[config.mk]
export PLATFORM = sky130hd
export DESIGN_NAME = wildcard_byte_pattern_search_unit_flat
export DESIGN_NICKNAME = d
export VERILOG_FILES = /design/src/design/wbps_pkg.sv /design/src/design/wbps_if.sv /design/src/design/wbps_cell.sv /design/src/design/wildcard_byte_pattern_search_unit.sv /design/src/flat_wrapper.sv
export SDC_FILE = /design/constraint.sdc
export NUM_CORES = 1
export LEC_CHECK = 0
export BUFFER_PORTS_ARGS = -buffer_cell sky130_fd_sc_hd__buf_2
export CAP_MARGIN = 20
export CORE_MARGIN = 2
export CORE_UTILIZATION = 40
export CTS_BUF_LIST = sky130_fd_sc_hd__clkbuf_4
export DETAILED_ROUTE_END_ITERATION = 10
export HOLD_SLACK_MARGIN = 0.12
export PLACE_DENSITY = 0.68
export RECOVER_POWER = 100
export SLEW_MARGIN = 15
export SYNTH_ARGS = -nofsm -noshare
export SYNTH_HDL_FRONTEND = slang
export SYNTH_SLANG_ARGS = --single-unit
[constraint.sdc]
create_clock -name clk -period 19.51 [get_ports clk]
set_input_delay 3.902 -clock clk [delete_from_list [all_inputs] [get_ports clk]]
set_output_delay 3.902 -clock clk [all_outputs]
set_load 0.005 [all_outputs]
[src/design/wbps_pkg.sv]
package wbps_pkg;

  localparam int MaxPattern = 32;
  localparam int IdxW = $clog2(MaxPattern);
  localparam int LenW = 6;
  localparam int CountW = 32;
  localparam logic [CountW-1:0] CountMax = '1;

  typedef enum logic [1:0] {
    CmdLoad = 2'd0,
    CmdData = 2'd1,
    CmdEnd  = 2'd2
  } cmd_t;

  typedef struct packed {
    logic       wild;
    logic [7:0] value;
  } entry_t;

  typedef struct packed {
    logic            shift;
    logic            rotate;
    logic            load;
    logic [IdxW-1:0] load_pos;
    logic [LenW-1:0] len;
    entry_t          entry;
  } cell_ctrl_t;

endpackage

[src/design/wbps_if.sv]
interface wbps_in_if;
  logic       valid;
  logic       ready;
  logic [1:0] cmd;
  logic [4:0] entry_index;
  logic [7:0] entry_byte;
  logic       entry_wild;
  logic [7:0] data_byte;

  modport source(output valid, cmd, entry_index, entry_byte, entry_wild, data_byte,
                 input ready);
  modport sink(input valid, cmd, entry_index, entry_byte, entry_wild, data_byte,
               output ready);
endinterface

interface wbps_out_if;
  logic        valid;
  logic        ready;
  logic        window_match;
  logic [31:0] match_offset;
  logic [31:0] total_matches;
  logic [31:0] last_offset;
  logic        unique_hit;
  logic        search_done;

  modport source(output valid, window_match, match_offset, total_matches, last_offset,
                 unique_hit, search_done, input ready);
  modport sink(input valid, window_match, match_offset, total_matches, last_offset,
               unique_hit, search_done, output ready);
endinterface

[src/design/wbps_cell.sv]
module wbps_cell (
  input  logic                           clk,
  input  wbps_pkg::cell_ctrl_t           ctrl,
  input  logic [wbps_pkg::IdxW-1:0]      cell_idx,
  input  logic [7:0]                     byte_in,
  input  wbps_pkg::entry_t               entry_in,
  output logic [7:0]                     byte_out,
  output wbps_pkg::entry_t               entry_out,
  output logic                           ok
);

  logic [7:0]       byte_q;
  wbps_pkg::entry_t entry_q;

  always_ff @(posedge clk) begin
    if (ctrl.shift) begin
      byte_q <= byte_in;
    end
    if (ctrl.rotate) begin
      entry_q <= entry_in;
    end else if (ctrl.load && (cell_idx == ctrl.load_pos)) begin
      entry_q <= ctrl.entry;
    end
  end

  // cells at or beyond the pattern length always pass
  assign ok = (wbps_pkg::LenW'(cell_idx) >= ctrl.len) || entry_q.wild ||
              (entry_q.value == byte_q);

  assign byte_out  = byte_q;
  assign entry_out = entry_q;

endmodule

[src/design/wildcard_byte_pattern_search_unit.sv]
// a result is registered on its item transfer
// throughput: one item per cycle while the ring is aligned; output stall backs up to the input only while full
// after a pattern_length write the pattern ring realigns one position per cycle,
//   with item ready low until it is aligned
// rst (synchronous) clears counters and output valid and sets pattern_length to 1;
//   pattern entries hold no value until loaded
module wildcard_byte_pattern_search_unit (
  input  logic              clk,
  input  logic              rst,
  input  logic              cfg_we,
  input  logic [5:0]        cfg_wdata,
  wbps_in_if.sink           item,
  wbps_out_if.source        result
);

  localparam int N = wbps_pkg::MaxPattern;

  logic [wbps_pkg::LenW-1:0]   len_q;
  logic [wbps_pkg::LenW-1:0]   eff_len;
  logic [wbps_pkg::IdxW-1:0]   align_q;
  logic [wbps_pkg::CountW-1:0] byte_cnt, byte_cnt_next;
  logic [wbps_pkg::CountW-1:0] match_cnt, match_cnt_next, match_cnt_upd;
  logic [wbps_pkg::CountW-1:0] recent, recent_next, recent_upd;
  logic [wbps_pkg::CountW-1:0] hit_off;
  logic                        aligned, acc, data_go, hit, is_load, is_end, match_all;
  wbps_pkg::cmd_t              cmd;
  wbps_pkg::cell_ctrl_t        ctrl;

  logic [7:0]             byte_chain [N];
  wbps_pkg::entry_t       entry_ring [N];
  logic [N-1:0]           ok_vec;

  always_comb begin
    if (len_q == '0) begin
      eff_len = wbps_pkg::LenW'(1);
    end else if (len_q > wbps_pkg::LenW'(N)) begin
      eff_len = wbps_pkg::LenW'(N);
    end else begin
      eff_len = len_q;
    end
  end

  assign aligned    = (align_q == eff_len[wbps_pkg::IdxW-1:0]);
  assign item.ready = aligned && (!result.valid || result.ready);
  assign acc        = item.valid && item.ready;
  assign cmd        = wbps_pkg::cmd_t'(item.cmd);

  always_comb begin
    is_load = 1'b0;
    is_end  = 1'b0;
    case (cmd)
      wbps_pkg::CmdLoad: is_load = acc;
      wbps_pkg::CmdData: is_load = 1'b0;
      wbps_pkg::CmdEnd:  is_end  = acc;
      default:           is_load = 1'b0;
    endcase
  end

  assign data_go = acc && (cmd == wbps_pkg::CmdData) && (byte_cnt != wbps_pkg::CountMax);

  assign ctrl.shift       = data_go;
  assign ctrl.rotate      = !aligned;
  assign ctrl.load        = is_load;
  assign ctrl.load_pos    = align_q - wbps_pkg::IdxW'(1) - item.entry_index;
  assign ctrl.len         = eff_len;
  assign ctrl.entry.wild  = item.entry_wild;
  assign ctrl.entry.value = item.entry_byte;

  for (genvar k = 0; k < N; k++) begin : g_cell
    wbps_cell u_cell (
      .clk       (clk),
      .ctrl      (ctrl),
      .cell_idx  (wbps_pkg::IdxW'(k)),
      .byte_in   ((k == 0) ? item.data_byte : byte_chain[(k + N - 1) % N]),
      .entry_in  (entry_ring[(k + N - 1) % N]),
      .byte_out  (byte_chain[k]),
      .entry_out (entry_ring[k]),
      .ok        (ok_vec[k])
    );
  end

  assign match_all = &ok_vec;
  assign hit       = data_go && (byte_cnt >= wbps_pkg::CountW'(eff_len)) && match_all;
  assign hit_off   = byte_cnt - wbps_pkg::CountW'(eff_len);

  always_comb begin
    match_cnt_upd = match_cnt;
    recent_upd    = recent;
    if (hit) begin
      recent_upd = hit_off;
      if (match_cnt != wbps_pkg::CountMax) begin
        match_cnt_upd = match_cnt + wbps_pkg::CountW'(1);
      end
    end
    byte_cnt_next  = data_go ? byte_cnt + wbps_pkg::CountW'(1) : byte_cnt;
    match_cnt_next = match_cnt_upd;
    recent_next    = recent_upd;
    if (is_end) begin
      byte_cnt_next  = '0;
      match_cnt_next = '0;
      recent_next    = '0;
    end
  end

  always_ff @(posedge clk) begin
    if (rst) begin
      len_q        <= wbps_pkg::LenW'(1);
      align_q      <= wbps_pkg::IdxW'(1);
      byte_cnt     <= '0;
      match_cnt    <= '0;
      recent       <= '0;
      result.valid <= 1'b0;
    end else begin
      if (cfg_we) begin
        len_q <= cfg_wdata;
      end
      if (!aligned) begin
        align_q <= align_q + wbps_pkg::IdxW'(1);
      end
      byte_cnt  <= byte_cnt_next;
      match_cnt <= match_cnt_next;
      recent    <= recent_next;
      if (acc) begin
        result.valid <= 1'b1;
      end else if (result.ready) begin
        result.valid <= 1'b0;
      end
    end
  end

  // result payload on each input transfer
  always_ff @(posedge clk) begin
    if (acc) begin
      result.window_match  <= hit;
      result.match_offset  <= hit ? hit_off : '0;
      result.total_matches <= match_cnt_upd;
      result.last_offset   <= recent_upd;
      result.unique_hit    <= is_end && (match_cnt == wbps_pkg::CountW'(1));
      result.search_done   <= is_end;
    end
  end

endmodule

[src/flat_wrapper.sv]
// flat-port wrapper written by rule: the top's interface ports become plain ports
module wildcard_byte_pattern_search_unit_flat 
  (clk, rst, cfg_we, cfg_wdata, item_valid, item_cmd, item_entry_index, item_entry_byte, item_entry_wild, item_data_byte, item_ready, result_valid, result_window_match, result_match_offset, result_total_matches, result_last_offset, result_unique_hit, result_search_done, result_ready);
  wbps_in_if item_i ();
  wbps_out_if result_i ();
  input  logic clk;
  input  logic rst;
  input  logic cfg_we;
  input  logic [5:0] cfg_wdata;
  input wire logic [$bits(item_i.valid)-1:0] item_valid;
  input wire logic [$bits(item_i.cmd)-1:0] item_cmd;
  input wire logic [$bits(item_i.entry_index)-1:0] item_entry_index;
  input wire logic [$bits(item_i.entry_byte)-1:0] item_entry_byte;
  input wire logic [$bits(item_i.entry_wild)-1:0] item_entry_wild;
  input wire logic [$bits(item_i.data_byte)-1:0] item_data_byte;
  output wire logic [$bits(item_i.ready)-1:0] item_ready;
  output wire logic [$bits(result_i.valid)-1:0] result_valid;
  output wire logic [$bits(result_i.window_match)-1:0] result_window_match;
  output wire logic [$bits(result_i.match_offset)-1:0] result_match_offset;
  output wire logic [$bits(result_i.total_matches)-1:0] result_total_matches;
  output wire logic [$bits(result_i.last_offset)-1:0] result_last_offset;
  output wire logic [$bits(result_i.unique_hit)-1:0] result_unique_hit;
  output wire logic [$bits(result_i.search_done)-1:0] result_search_done;
  input wire logic [$bits(result_i.ready)-1:0] result_ready;
  assign item_i.valid = item_valid;
  assign item_i.cmd = item_cmd;
  assign item_i.entry_index = item_entry_index;
  assign item_i.entry_byte = item_entry_byte;
  assign item_i.entry_wild = item_entry_wild;
  assign item_i.data_byte = item_data_byte;
  assign item_ready = item_i.ready;
  assign result_valid = result_i.valid;
  assign result_window_match = result_i.window_match;
  assign result_match_offset = result_i.match_offset;
  assign result_total_matches = result_i.total_matches;
  assign result_last_offset = result_i.last_offset;
  assign result_unique_hit = result_i.unique_hit;
  assign result_search_done = result_i.search_done;
  assign result_i.ready = result_ready;
  wildcard_byte_pattern_search_unit u_core (.clk(clk), .rst(rst), .cfg_we(cfg_we), .cfg_wdata(cfg_wdata), .item(item_i), .result(result_i));
endmodule
# ---- Word level (Yosys, flattened, before mapping)
# Cells that the tools add are included.
dict set report totals {
  inputBits 35
  latchBits 0
  romBits 0
  wordCells 433
  ramBits 0
  output_inout_bits 101
  reg_bits 751
  mem_count 0
}
dict set report op_classes {
  n_addsub 6
  muxes 73
  n_bitwise 0
  eq_ne 101
  shifts 0
  n_div 0
  mul 0
  n_lt_le_gt_ge 34
  reduce_logical 111
}
# op n
set ops {}
lappend ops {{9-bit 2-to-1 mux} 64}
lappend ops {{8-bit == test} 32}
lappend ops {{5-bit by 6-bit >= comparator with 1-bit output, first input constant} 16}
lappend ops {{32-bit 2-to-1 mux} 3}
lappend ops {{5-bit == test, first input constant} 16}
lappend ops {{1-bit logical OR} 65}
lappend ops {{32-bit by 1-bit adder with 32-bit output, second input constant} 2}
lappend ops {{2-bit inequality test, second input constant} 32}
lappend ops {{32-bit inequality test, second input constant} 2}
lappend ops {{4-bit by 6-bit >= comparator with 1-bit output, first input constant} 8}
lappend ops {{4-bit by 5-bit == test with 1-bit output, first input constant} 8}
lappend ops {{1-bit logical AND} 39}
lappend ops {{32-bit by 1-bit == test with 1-bit output, second input constant} 1}
lappend ops {{32-bit by 6-bit >= comparator with 1-bit output} 1}
lappend ops {{32-bit AND reduction} 1}
lappend ops {{32-bit by 6-bit subtractor with 32-bit output} 1}
lappend ops {{3-bit by 6-bit >= comparator with 1-bit output, first input constant} 4}
lappend ops {{3-bit by 5-bit == test with 1-bit output, first input constant} 4}
lappend ops {{1-bit by 6-bit >= comparator with 1-bit output, first input constant} 2}
lappend ops {{2-bit by 6-bit >= comparator with 1-bit output, first input constant} 2}
lappend ops {{6-bit 2-to-1 mux} 2}
lappend ops {{2-bit by 5-bit == test with 1-bit output, first input constant} 2}
lappend ops {{6-bit greater-than comparator, second input constant} 1}
lappend ops {{6-bit logical NOT} 1}
lappend ops {{13 further kinds} 16}

# ---- Depth between registers and ports, before layout
dict set report depth {
  word_depth 11
  mapped_depth 18
  ltp_nobuf 14
}

# ---- Modules after synthesis
# Synthesis repeated with hierarchy kept, for this count alone.
dict set report unflattened {
  hier_cells 3060
  area_unflattened_um2 38713.4
}
# module seq_area_each_um2 cells_each area_per_inst_um2 n_inst
set by_module_without_submodules {}
lappend by_module_without_submodules {wbps_cell 510.5 63 889.6 32}
lappend by_module_without_submodules {wildcard_byte_pattern_search_unit 5134.9 1044 10246.1 1}

# ---- Worst setup path before layout
# OpenSTA, ideal clock, no wires.
dict set report synth_path {
  path_type {input port to flip-flop}
  startpoint {in result_ready}
  endpoint {reg u_core.result.total_matches[17] (data pin)}
  n_path_buf 1
  path_stages 9
  slack_ns 10.457
  required_time_ns 19.251
  arrival_ns 8.794
  path_cell_list {nor2b_1 -> nor3b_1 -> nand4_2 -> inv_2 -> nand3b_2 -> or2_1 -> buf_6 -> or4_4 -> xnor2_1}
}
dict set report synth_via {
  elab_chain_len 8
}
# item line_no
set synth_lines {}
lappend synth_lines {{start: declaration} flat_wrapper.sv:24} ;# input wire logic [$bits(result_i.ready)-1:0] result_ready;
lappend synth_lines {{1-bit logical OR} wildcard_byte_pattern_search_unit.sv:44} ;# assign item.ready = aligned && (!result.valid || result.ready);
lappend synth_lines {{1-bit logical AND} wildcard_byte_pattern_search_unit.sv:44}
lappend synth_lines {{1-bit logical AND} wildcard_byte_pattern_search_unit.sv:45} ;# assign acc = item.valid && item.ready;
lappend synth_lines {{1-bit logical AND (2 in a row)} wildcard_byte_pattern_search_unit.sv:59} ;# assign data_go = acc && (cmd == wbps_pkg::CmdData) && (byte_cnt != wbps_pkg::CountMax);
lappend synth_lines {{named net u_core.data_go} wildcard_byte_pattern_search_unit.sv:25} ;# logic aligned, acc, data_go, hit, is_load, is_end, match_all;
lappend synth_lines {{1-bit logical AND (2 in a row)} wildcard_byte_pattern_search_unit.sv:83} ;# assign hit = data_go && (byte_cnt >= wbps_pkg::CountW'(eff_len)) && match_all;
lappend synth_lines {{32-bit 2-to-1 mux} wildcard_byte_pattern_search_unit.sv:89} ;# if (hit) begin
lappend synth_lines {{named net u_core.match_cnt_upd, one bit} wildcard_byte_pattern_search_unit.sv:22} ;# logic [wbps_pkg::CountW-1:0] match_cnt, match_cnt_next, match_cnt_upd;
lappend synth_lines {{end signal: assignment} wildcard_byte_pattern_search_unit.sv:136} ;# result.total_matches <= match_cnt_upd;
lappend synth_lines {{end: declaration} wbps_if.sv:26} ;# modport source(output valid, window_match, match_offset, total_matches, last_offset,
# The timed path passes the listed nets, and every way through them passes these cells.
# A chain may end at the register's enable or synchronous reset.

# ---- Worst setup path in the final report
# Ends and elaborated chain as after synthesis.

==> results.md <==
* Outcome: finished with violations
* Failing checks: capacitance limit, slew limit
* Total of buffers placed on input and output ports at around 140
* Kind of critical path: in -> reg
* Pwr per Cell Area at 144 nW/um^2
* Largest cells by area after synthesis: edfxtp_1, nand2_1, dfxtp_1, xor2_1, xnor2_1
* Wire length per cell at 20.0 um
* Total length of routed wires at 81.0 mm
* Crit Path Max Fanout at 130
* Leakage power at roughly 14 nW
* Layout cell share with drive strength beyond 1 at 0.138
* Dominant register cell in the synthesized netlist: edfxtp_1
* Final hold violation count at 0
* Cell-by-cell listing of the critical path: buf_2, nor2b_1, nor3b_1, nand4_1, clkinvlp_2, nand3b_1, or2_2, buf_4, or4_1, xnor2_1
* Most numerous cell types in the synthesized netlist: nand2_1, edfxtp_1, xor2_1
* ANT nets after route at 0
* Tightest slew margin relative to the limit at -3.06
* Height of the die at 286 um
* Effective utilization at floorplan at 0.403
* Wire length of the first global-routing pass at 122 mm
* 1st-pass router iterations at 6
* Congestion Overflow GR at 0
* Setup fix buffers added after clock tree synthesis at 0
* Final Net Count at 2,903
* IO Count at ~140
* Clock latency on the worst-skew pair at between 1 and 1.5 ns
* Cts bufs inserted at 188
* Routed vias/inst at slightly above 5
* Final period utilization at 0.654
* Utilization after layout at 0.456
* # fillers at 7,221
* Register bit count reported by yosys at about 750
* Post-cts hold buffer count at 0
* Footprint of the flip-flops and latches at between 20,000 and 25,000 um^2
* Detailed-route DRC error count at 0
* Number of resized instances in the post-cts repair step at 0
* Data required time at the worst endpoint at 20.23 ns
* Max-cap viol count at 19
* Synth Cell Area at about 32,000 um^2
* Sequential fraction of the synthesis area at 0.677
* Type of the most critical hold path: reg -> reg
* RD Place Congestion at between 0.8 and 0.9
* # setup viols final at 0
* Total die area at between 80,000 and 90,000 um^2
* Crit-path slowest cell: clkinvlp_2
* Kind of launch point of the worst setup path: input pin
* Maximum number of pins on one net before global-route repair at 131
* Clock tree from TritonCTS: built
* Count of final max-slew check failures at 810
* Largest area contributor in the synthesized netlist: edfxtp_1
* Number of global-route vias before repair at roughly 20,000
* Maximum buffer depth of the clock tree at 3
* Maximum operating frequency at 0.0784 GHz
* Clock root cell: clkbuf_4
* Final min period at 12.76 ns
* HPWL reported at the end of detailed placement at 51.6 mm
* Final sum of negative setup slack at 0 ns
* Post-synthesis area per instance at 12.2 um^2
* CTS H-tree depth at 4
* Number of flops mapped to enable cells by yosys at between 600 and 700
* Number of placement rows at 103
* Share of Yosys cell area claimed by the top area cell type at 0.608
* Number of antenna violations at the first check in global routing at 3
* Fraction of registers with async set/reset at 0
* Peak ir drop on the vdd network at 0.0000938 V
* Count leader, synth: nand2_1
* Synth Net Count at 2,643
* Sink Count at between 700 and 800
* Signal arrival time at the worst endpoint at 13.48 ns
* CP max stage delay at 4.72 ns
* Post-synthesis to final-layout area growth at 13.0%
* Die X-Extent at approximately 290 um
* CTS clock-pin slew for the worst setup and hold paths at 0.07 ns
* Area of the core at 78,700 um^2
* Count of yosys warnings during synthesis at 0
* Multi-input gate area at 9650 um^2
* Count of cell types in the netlist at 60
* Violation count after the first detailed-routing iteration at 2,050
* Setup repair after global routing missed its margin: false
* Total via count after detailed routing at approximately 21,000
* Global Route Usage Sum at 0.197
* Post-Synthesis Cells at approximately 2,600
* Worst-margin pin slew at between 6 and 7 ns
* Final Skew at 0.0723 ns
* Kind of capture point of the worst setup path: flop
-- sequential cells by signal, summed over array words and instances, names as in the netlist --
register                        cells
u_core.align_q                      5
u_core.byte_cnt                    32
u_core.g_cell.u_cell.byte_out     256
u_core.g_cell.u_cell.entry_out    288
u_core.len_q                        6
u_core.match_cnt                   32
u_core.recent                      32
u_core.result.last_offset          32
u_core.result.match_offset         32
u_core.result.search_done           1
u_core.result.total_matches        32
u_core.result.unique_hit            1
u_core.result.valid                 1
u_core.result.window_match          1
-- layout make-up --
| cell class | instances | share of cell area |
|---|---|---|
| clock inverter | 62 | 0.0110 |
| clock buffer | 275 | 0.0576 |
| tap | 1050 | 0.0366 |
| sequential | 751 | 0.599 |
| multi-input combinational | 1697 | 0.269 |
| timing repair buffer | 189 | 0.0242 |
| inverter | 25 | 0.00265 |
| antenna | 3 | 0.000209 |
-- cells by family (layout without fill, tap and decap cells) --
family                   Yosys count  in the layout  share of synthesized area
AND/OR/NAND/NOR                 1134           1134                      0.162
flip-flops                       751            751                      0.677
XOR/XNOR                         342            342                     0.0944
AO/OA/AOI/OAI                    180            180                     0.0335
buffers and inverters            144            551                     0.0186
multiplexers                      25             25                    0.00800
adder cells (fa/ha/maj)           16             16                    0.00678
other                              0              3                          0
-- layer usage --
| layer | track usage | vias to the layer above | part of all wire |
|---|---|---|---|
| met3 | 0.0463 | 97 | 0.083 |
| met2 | 0.299 | 943 | 0.45 |
| li1 | - | 9726 | - |
| met4 | 0.0695 | 0 | 0.021 |
| met5 | 0 | - | 0 |
| met1 | 0.275 | 10300 | 0.44 |
-- metrics by stage --
step                      hold WS, ns  instance area (um^2)  power (mW)  worst slack [ns]  cells
after floorplan                 0.440                 31700        3.37             10.46   2592
after global placement          0.446                 33600        3.80             11.25   3709
after detailed placement        0.452                 33600        3.83             11.26   3712
after CTS                       0.458                 36100        5.20             11.26   4049
after global routing            0.471                 35900        5.46              6.04   4052
final                           0.459                 35900        5.18              6.75   4052
-- worst paths after layout --
kind                            slack [ns]  cells past startpoint                                         to                              from
worst max register to register        7.72                     11  u_core.result.total_matches[17]$_DFFE_PP_  u_core.byte_cnt[21]$_SDFFE_PP0P_
worst min-delay path                  0.46                      2               u_core.recent[29]$_SDFF_PP0_      u_core.recent[29]$_SDFF_PP0_
worst max-delay path                  6.75                     10  u_core.result.total_matches[17]$_DFFE_PP_                      result_ready
worst min register to register        0.46                      2               u_core.recent[29]$_SDFF_PP0_      u_core.recent[29]$_SDFF_PP0_
-- cells in the final DEF, fill, tap and decap left out, drive strengths merged, types with 3 or more instances in the layout --
master	netlist	routed
nand2	712	712
buf	23	101
nor4	70	70
nand3	42	42
a221oi	11	11
bufinv	0	5
o31ai	5	5
a211o	4	4
or2	8	8
clkbuf	96	363
and2	17	17
inv	25	28
clkinvlp	0	3
or4	11	11
mux2	3	3
edfxtp	643	643
xor2	238	238
nor2b	9	9
a211oi	12	12
nand2b	23	23
clkinv	0	51
and3	20	20
o21a	3	3
o21ai	64	64
nand3b	3	3
nand4	36	36
ha	14	14
dfxtp	108	108
nor3	20	20
nor2	95	95
diode	0	3
a21oi	62	62
a31oi	4	4
xnor2	104	104
mux2i	22	22
a21o	7	7
nor3b	3	3
or3	50	50
and4	8	8
-- power breakdown --
group	internal, mW	switching (mW)
clock	0.714	0.650
combinational	0.390	0.782
sequential	2.36	0.281
-- worst max-delay path: cells and delay by family --
family | cells | cell delay, ns
buf+inv | 3 | 5.23
xor+xnor | 1 | 0.08
simple gates | 6 | 4.21
Power figures use the tool's default switching activity.
